<file path="src/hw/rtl/bpa_pkg.sv">
// shared types and constants for the bitmap page allocator
// no dependencies; imported by the interfaces and all allocator modules
package bpa_pkg;

  // parameter defaults
  localparam int DEF_MAX_PAGES  = 32768;
  localparam int DEF_PAGE_BYTES = 4096;

  // bitmap memory word geometry
  localparam int WORD_BITS  = 32;
  localparam int WORD_SHIFT = 5;

  // register and field widths
  localparam int CFG_W    = 16;
  localparam int OP_W     = 2;
  localparam int ADDR_W   = 32;
  localparam int STATUS_W = 2;

  // request kinds
  localparam logic [OP_W-1:0] OP_ALLOC   = 2'd0;
  localparam logic [OP_W-1:0] OP_FREE    = 2'd1;
  localparam logic [OP_W-1:0] OP_RESERVE = 2'd2;

  // result codes
  localparam logic [STATUS_W-1:0] ST_DONE         = 2'd0;
  localparam logic [STATUS_W-1:0] ST_NO_FREE      = 2'd1;
  localparam logic [STATUS_W-1:0] ST_ALREADY_FREE = 2'd2;
  localparam logic [STATUS_W-1:0] ST_RANGE        = 2'd3;

  // controller to datapath commands
  typedef struct packed {
    logic clear;       // write one all-ones word of the clearing pass
    logic load;        // capture the accepted request
    logic rmw;         // modify and write back the word read for free / reserve
    logic scan;        // one step of the allocation scan
    logic range_fail;  // record an out-of-range or unknown request
    logic out_load;    // move the result into the output register
  } bpa_cmd_t;

  // datapath to controller status
  typedef struct packed {
    logic            clr_last;
    logic [OP_W-1:0] op;
    logic            in_range;
    logic            found;
    logic            exhausted;
    logic            out_free;
  } bpa_sts_t;

endpackage

</file>
<file path="src/hw/rtl/bpa_ctrl.sv">
// controller state machine of the bitmap page allocator
// depends on bpa_pkg; drives bpa_datapath through bpa_cmd_t
module bpa_ctrl (
  input  logic             clk,
  input  logic             rst_n,
  input  logic             in_valid,
  output logic             in_ready,
  input  bpa_pkg::bpa_sts_t sts,
  output bpa_pkg::bpa_cmd_t cmd
);
  import bpa_pkg::*;

  localparam logic [2:0] S_CLEAR = 3'd0;
  localparam logic [2:0] S_IDLE  = 3'd1;
  localparam logic [2:0] S_CHECK = 3'd2;
  localparam logic [2:0] S_RMW   = 3'd3;
  localparam logic [2:0] S_SCAN  = 3'd4;
  localparam logic [2:0] S_OUT   = 3'd5;

  logic [2:0] state_r;
  logic [2:0] state_nxt;

  always_comb begin
    state_nxt = state_r;
    cmd       = '0;
    in_ready  = 1'b0;
    case (state_r)
      S_CLEAR: begin
        cmd.clear = 1'b1;
        if (sts.clr_last) begin
          state_nxt = S_IDLE;
        end
      end
      S_IDLE: begin
        in_ready = 1'b1;
        if (in_valid) begin
          cmd.load  = 1'b1;
          state_nxt = S_CHECK;
        end
      end
      S_CHECK: begin
        if (sts.op == OP_ALLOC) begin
          state_nxt = S_SCAN;
        end else if ((sts.op == OP_FREE || sts.op == OP_RESERVE) && sts.in_range) begin
          state_nxt = S_RMW;
        end else begin
          cmd.range_fail = 1'b1;
          state_nxt      = S_OUT;
        end
      end
      S_RMW: begin
        cmd.rmw   = 1'b1;
        state_nxt = S_OUT;
      end
      S_SCAN: begin
        cmd.scan = 1'b1;
        if (sts.found || sts.exhausted) begin
          state_nxt = S_OUT;
        end
      end
      S_OUT: begin
        if (sts.out_free) begin
          cmd.out_load = 1'b1;
          state_nxt    = S_IDLE;
        end
      end
      default: begin
        state_nxt = S_IDLE;
      end
    endcase
  end

  always_ff @(posedge clk) begin
    if (!rst_n) begin
      state_r <= S_CLEAR;
    end else begin
      state_r <= state_nxt;
    end
  end

endmodule

</file>
<file path="config.mk">
export PLATFORM = sky130hd
export DESIGN_NAME = bpa_ctrl
export DESIGN_NICKNAME = d
export VERILOG_FILES = /design/src/hw/rtl/bpa_pkg.sv /design/src/hw/rtl/bpa_ctrl.sv
export SDC_FILE = /design/constraint.sdc
export NUM_CORES = 1
export LEC_CHECK = 0
export ABC_AREA = 0
export BUFFER_PORTS_ARGS = -buffer_cell sky130_fd_sc_hd__buf_2
export CORE_AREA = 2 2 39 41
export CTS_BUF_LIST = sky130_fd_sc_hd__clkbuf_8 sky130_fd_sc_hd__clkbuf_16
export DETAILED_ROUTE_END_ITERATION = 12
export DIE_AREA = 0 0 41 43
export GPL_TIMING_DRIVEN = 0
export PLACE_DENSITY = 0.5
export SYNTH_ARGS = -nofsm -noshare
export SYNTH_HDL_FRONTEND = slang
export SYNTH_SLANG_ARGS = --single-unit
</file>
<file path="constraint.sdc">
create_clock -name clk -period 1.5 [get_ports clk]
set_clock_uncertainty 0.1 [all_clocks]
set_input_delay 0.075 -clock clk [delete_from_list [all_inputs] [get_ports clk]]
set_output_delay 0.075 -clock clk [all_outputs]
set_load 0.02 [all_outputs]
</file>
# Word-level counts from Yosys, hierarchy flattened
# Index checks and enable logic that the tools add are counted.
word_totals:
  output_inout_bits: 7
  reg_bits: 3
classes:
  n_eq_ne: 11
  n_reduce_logical: 6
  mux: 18
ops:
  columns: ["cell", "count"]
  rows:
  - ["2-to-1 mux 3 bit", 6]
  - ["case mux 3 bit (6 select lines)", 1]
  - ["2-to-1 mux 1 bit", 11]
  - ["!= test 2 bit, second input constant", 4]
  - ["equality test 3 x 2 -> 1 bit, second input constant", 2]
  - ["equality test 3 bit, second input constant", 2]
  - ["AND reduction 4 bit", 1]
  - ["equality test 3 x 1 -> 1 bit, second input constant", 1]
  - ["zero test 3 bit", 1]
  - ["equality test 2 x 1 -> 1 bit, second input constant", 1]
  - ["equality test 2 bit, second input constant", 1]
  - ["zero test 2 bit", 1]
  - ["logical OR 1 bit", 2]
  - ["logical AND 1 bit", 1]

# Longest topological paths before layout
logic_depth:
  ltp_word: 6
  depth_mapped: 5

# Least setup slack after synthesis
# OpenSTA, ideal clock, no wires.
synth_path:
  path_kind: "register to output"
  from: "register state_r[2]"
  to: "output cmd[1] in the netlist's numbering"
  required_ns: 1.325
  arrival_time_ns: 1.652
  path_stages_with_launch: 3
  setup_slack_ns: -0.327
  path_cell_list: "dfxtp_1 -> nand2b_1 -> a2111oi_0"
synth_lines:
  columns: ["item", "line", "source"]
  rows:
  - ["start, declared", "bpa_ctrl.sv:20", "logic [2:0] state_r;"]
  - ["start signal, assigned", "bpa_ctrl.sv:77", "state_r <= state_nxt;"]
  - ["end, declared", "bpa_ctrl.sv:9", "output bpa_pkg::bpa_cmd_t cmd"]

==> key figures <==
Cells and area
  • Design area: 418 um2
  • Largest regs: state_r x3
  • Inserted Diodes: 0
  • Final nets: 63
  • Largest reg by FF count: state_r
  • Synth-to-layout area growth: 76.7%
  • Fillers: 163
  • Max FFs per register: 3
  • Share of cells above drive strength 1: 52.9%

Timing
  • Fmax: 698 MHz
  • Hold slack: 6.61 ps
  • Slew Limit Fails: 0
  • Hold Vio Cnt, Final: 0
  • Final setup violation count: 0
  • Setup Total Neg Slack: 0 ps
  • Min cycle time layout: 1430 ps
  • Worst-Margin Slew: 232 ps
  • Fin crit share: 95.5%
  • Slew headroom: 84.4%

Critical path
  • Crit path largest cell delay: 310 ps
  • Critical path cell sequence: clkbuf_4, inv_1, nor3_2, and2_1, buf_2
  • Crit path max fanout: 10
  • CP Data Arrival Time: 1260 ps
  • Required @ worst endpoint: 1320 ps
  • Worst setup EP type: output port
  • Critical Path Start Type: flip-flop
  • Worst path slowest cell: dfxtp_1
  • R2R Path End: state_r[0]$_SDFFE_PN0P_
  • R2R depth: 3
  • R2R setup slack: 230 ps
  • Crit path kind: reg -> out
  • FF-to-FF Start: state_r[1]$_SDFFE_PN0P_

Logic synthesis
  • Post-synth EDFFs: 0
  • Simple-Gate Fraction of Synth Area: 40.7%
  • Post-synthesis sequential area ratio: 25.4%
  • Number of distinct library cells after synthesis: 19
  • Synthesized netlist cell count: 31
  • Commonest cells in the netlist: nor2_1 (5), dfxtp_1 (3), inv_1 (3)
  • Synth top area share: 25.4%
  • Synthesized Nets: 42
  • Adder-cell share of the synthesized area: 5.29%
  • Synth Register Bits: 3
  • Synthesis Warnings: 0
  • Synth Cell Area: 236 um2
  • Avg Inst Size Synth: 7.63 um2
  • Post-synth ARST share: 0%
  • Combinational family with the most area after synthesis: simple AND/OR/NAND/NOR gates
  • Mux contribution to synthesized area: 0%
  • Post-synthesis xor/xnor area fraction: 0%
  • Top-count cell post-synth: nor2_1
  • Compound-Gate Fraction of Synth Area: 21.7%
  • Prevailing post-synth register cell: dfxtp_1
  • Yosys top cell by area: dfxtp_1
  • Synth area leaders: dfxtp_1 (25%), nor2_1 (7.9%), nand2b_4 (5.8%)

Min path
  • Worst min path class: in -> reg
  • Hold path startpoint: rst_n
  • Hold EP: state_r[2]$_SDFFE_PN0P_
  • Hold depth: 2

Detailed routing
  • Drt total wl: 598 um
  • # DRC: 0
  • Antenna-violating nets left: 0
  • DRT Pass-1 Iters: 3
  • DR vias/cell: 4.25
  • Routed WL per cell: 8.93 um
  • DRT iter0 DRCs: 1
  • Via Count: 285

Global route
  • Antenna violations before repair: 0
  • GRT Total Usage: 7.92%
  • Vias in the first global route: 269
  • Largest net degree at the start of global routing: 11
  • Total congestion overflow: 0
  • First-pass GRT wire length: 910 um

Clock tree
  • H-tree depth: 1
  • Clock Path Buffers: 2
  • Clock sink total: 3
  • Clock transition at path regs: 30 ps
  • Clk root buf: clkbuf_8
  • Num CTS Buffers: 3
  • Clock Latency Late Sink: 210 ps
  • CTS tree: done

Placement
  • Placed cell area: 348 um2
  • Port bufs: 16
  • Routability Congestion: 0.675
  • DP HPWL: 471 um

Flow run
  • Max-Cap Viols: 0

Floorplanning
  • Initial Utilization: 17.1%
  • Die ar.: 1760 um2
  • Io pins: 17
  • Cell row count: 14
  • Die Wd: 41 um
  • Die H: 43 um
  • Core area: 1380 um2

Power
  • Power Density: 1010 nW/um2
  • Worst vdd ir: 480 uV
  • Pleak: 0.197 nW

Run status
  • Status: finished, final reports clean
-- area by class of cell --
type	instances	area [um2]	share of cell area, %
repair buffers	16	80.1	19.2
flip-flops and latches	3	62.6	15.0
clock buffers	3	41.3	9.88
plain buffers	1	7.51	1.80
multi-input cells	24	191	45.8
clock inverters	1	3.75	0.898
inverters	3	11.3	2.69
well taps	16	20.0	4.79
-- routing by layer --
metal  up-vias  share of wire (%)  GRT usage (%)
met5         -                  0              0
met4         0                  0           8.00
met3         0                6.4           1.57
met2         7                 56           12.5
met1       128                 37           7.67
li1        150                  -              -
-- placed cells by master (no fill, tap or decap) --
cell / n
buf_2: 16
nor2_1: 5
inv_1: 4
clkbuf_8: 3
nand2b_4: 2
nand2_1: 2
a21oi_1: 2
dfxtp_2: 2
clkbuf_4: 1
nor3_2: 1
nor3_1: 1
a2111oi_4: 1
and2_1: 1
and4bb_2: 1
o21a_1: 1
a211oi_1: 1
a21boi_0: 1
or4_1: 1
o311a_1: 1
nand3b_1: 1
nand2b_1: 1
ha_1: 1
dfxtp_1: 1
-- worst max-delay path by stage --
| stage | depth (start not counted) | end | slack, ps | from |
|---|---|---|---|---|
| after floorplan | 4 | cmd[4] | 130 | state_r[0]$_SDFFE_PN0P_ |
| after global placement | 3 | cmd[1] | 180 | state_r[1]$_SDFFE_PN0P_ |
| after detailed placement | 3 | cmd[1] | 210 | state_r[1]$_SDFFE_PN0P_ |
| after CTS | 3 | cmd[1] | 30 | state_r[2]$_SDFFE_PN0P_ |
| after global routing | 5 | cmd[4] | -0.7 | state_r[0]$_SDFFE_PN0P_ |
| final | 5 | cmd[4] | 70 | state_r[0]$_SDFFE_PN0P_ |
-- metrics by stage --
| step | setup WS [ps] | cells | utilization, % | power (mW) |
|---|---|---|---|---|
| 3_3_place_gp | 185 | 63 | 25.1 | 0.191 |
| 4_1_cts | 29.9 | 67 | 29.0 | 0.430 |
| 5_1_grt | -0.672 | 67 | 30.2 | 0.446 |
| 3_5_place_dp | 206 | 63 | 25.1 | 0.192 |
| 2_1_floorplan | 130 | 31 | - | 0.158 |
| 6_report | 67.7 | 67 | 30.2 | 0.424 |
-- power by group --
group | switching, mW | internal (mW) | total, mW
combinational | 0.0570 | 0.0473 | 0.104
sequential | 0.00757 | 0.0873 | 0.0948
clock | 0.0508 | 0.174 | 0.225
total | 0.115 | 0.309 | 0.424
-- logic make-up (layout without fill, tap and decap cells) --
group / after synthesis / in the layout
AO/OA/AOI/OAI: 7 / 7
buffers and inverters: 4 / 24
AND/OR/NAND/NOR: 16 / 16
flip-flops: 3 / 3
adder cells (fa/ha/maj): 1 / 1
-- critical path: cells and delay by family, from the launching register on --
kind                   cells  cell delay, ps
DFF                        1             310
and+or+nand+nor            2             300
buffers and inverters      3             440
-- what timing repair did --
item,CTS,global route
setup buffers,0,0
pin swaps,0,0
resized for setup,2,3
hold buffers,0,0
endpoints found under the setup margin,1,2
endpoints found under the hold margin,0,0
(Power assumes the default switching activity.)
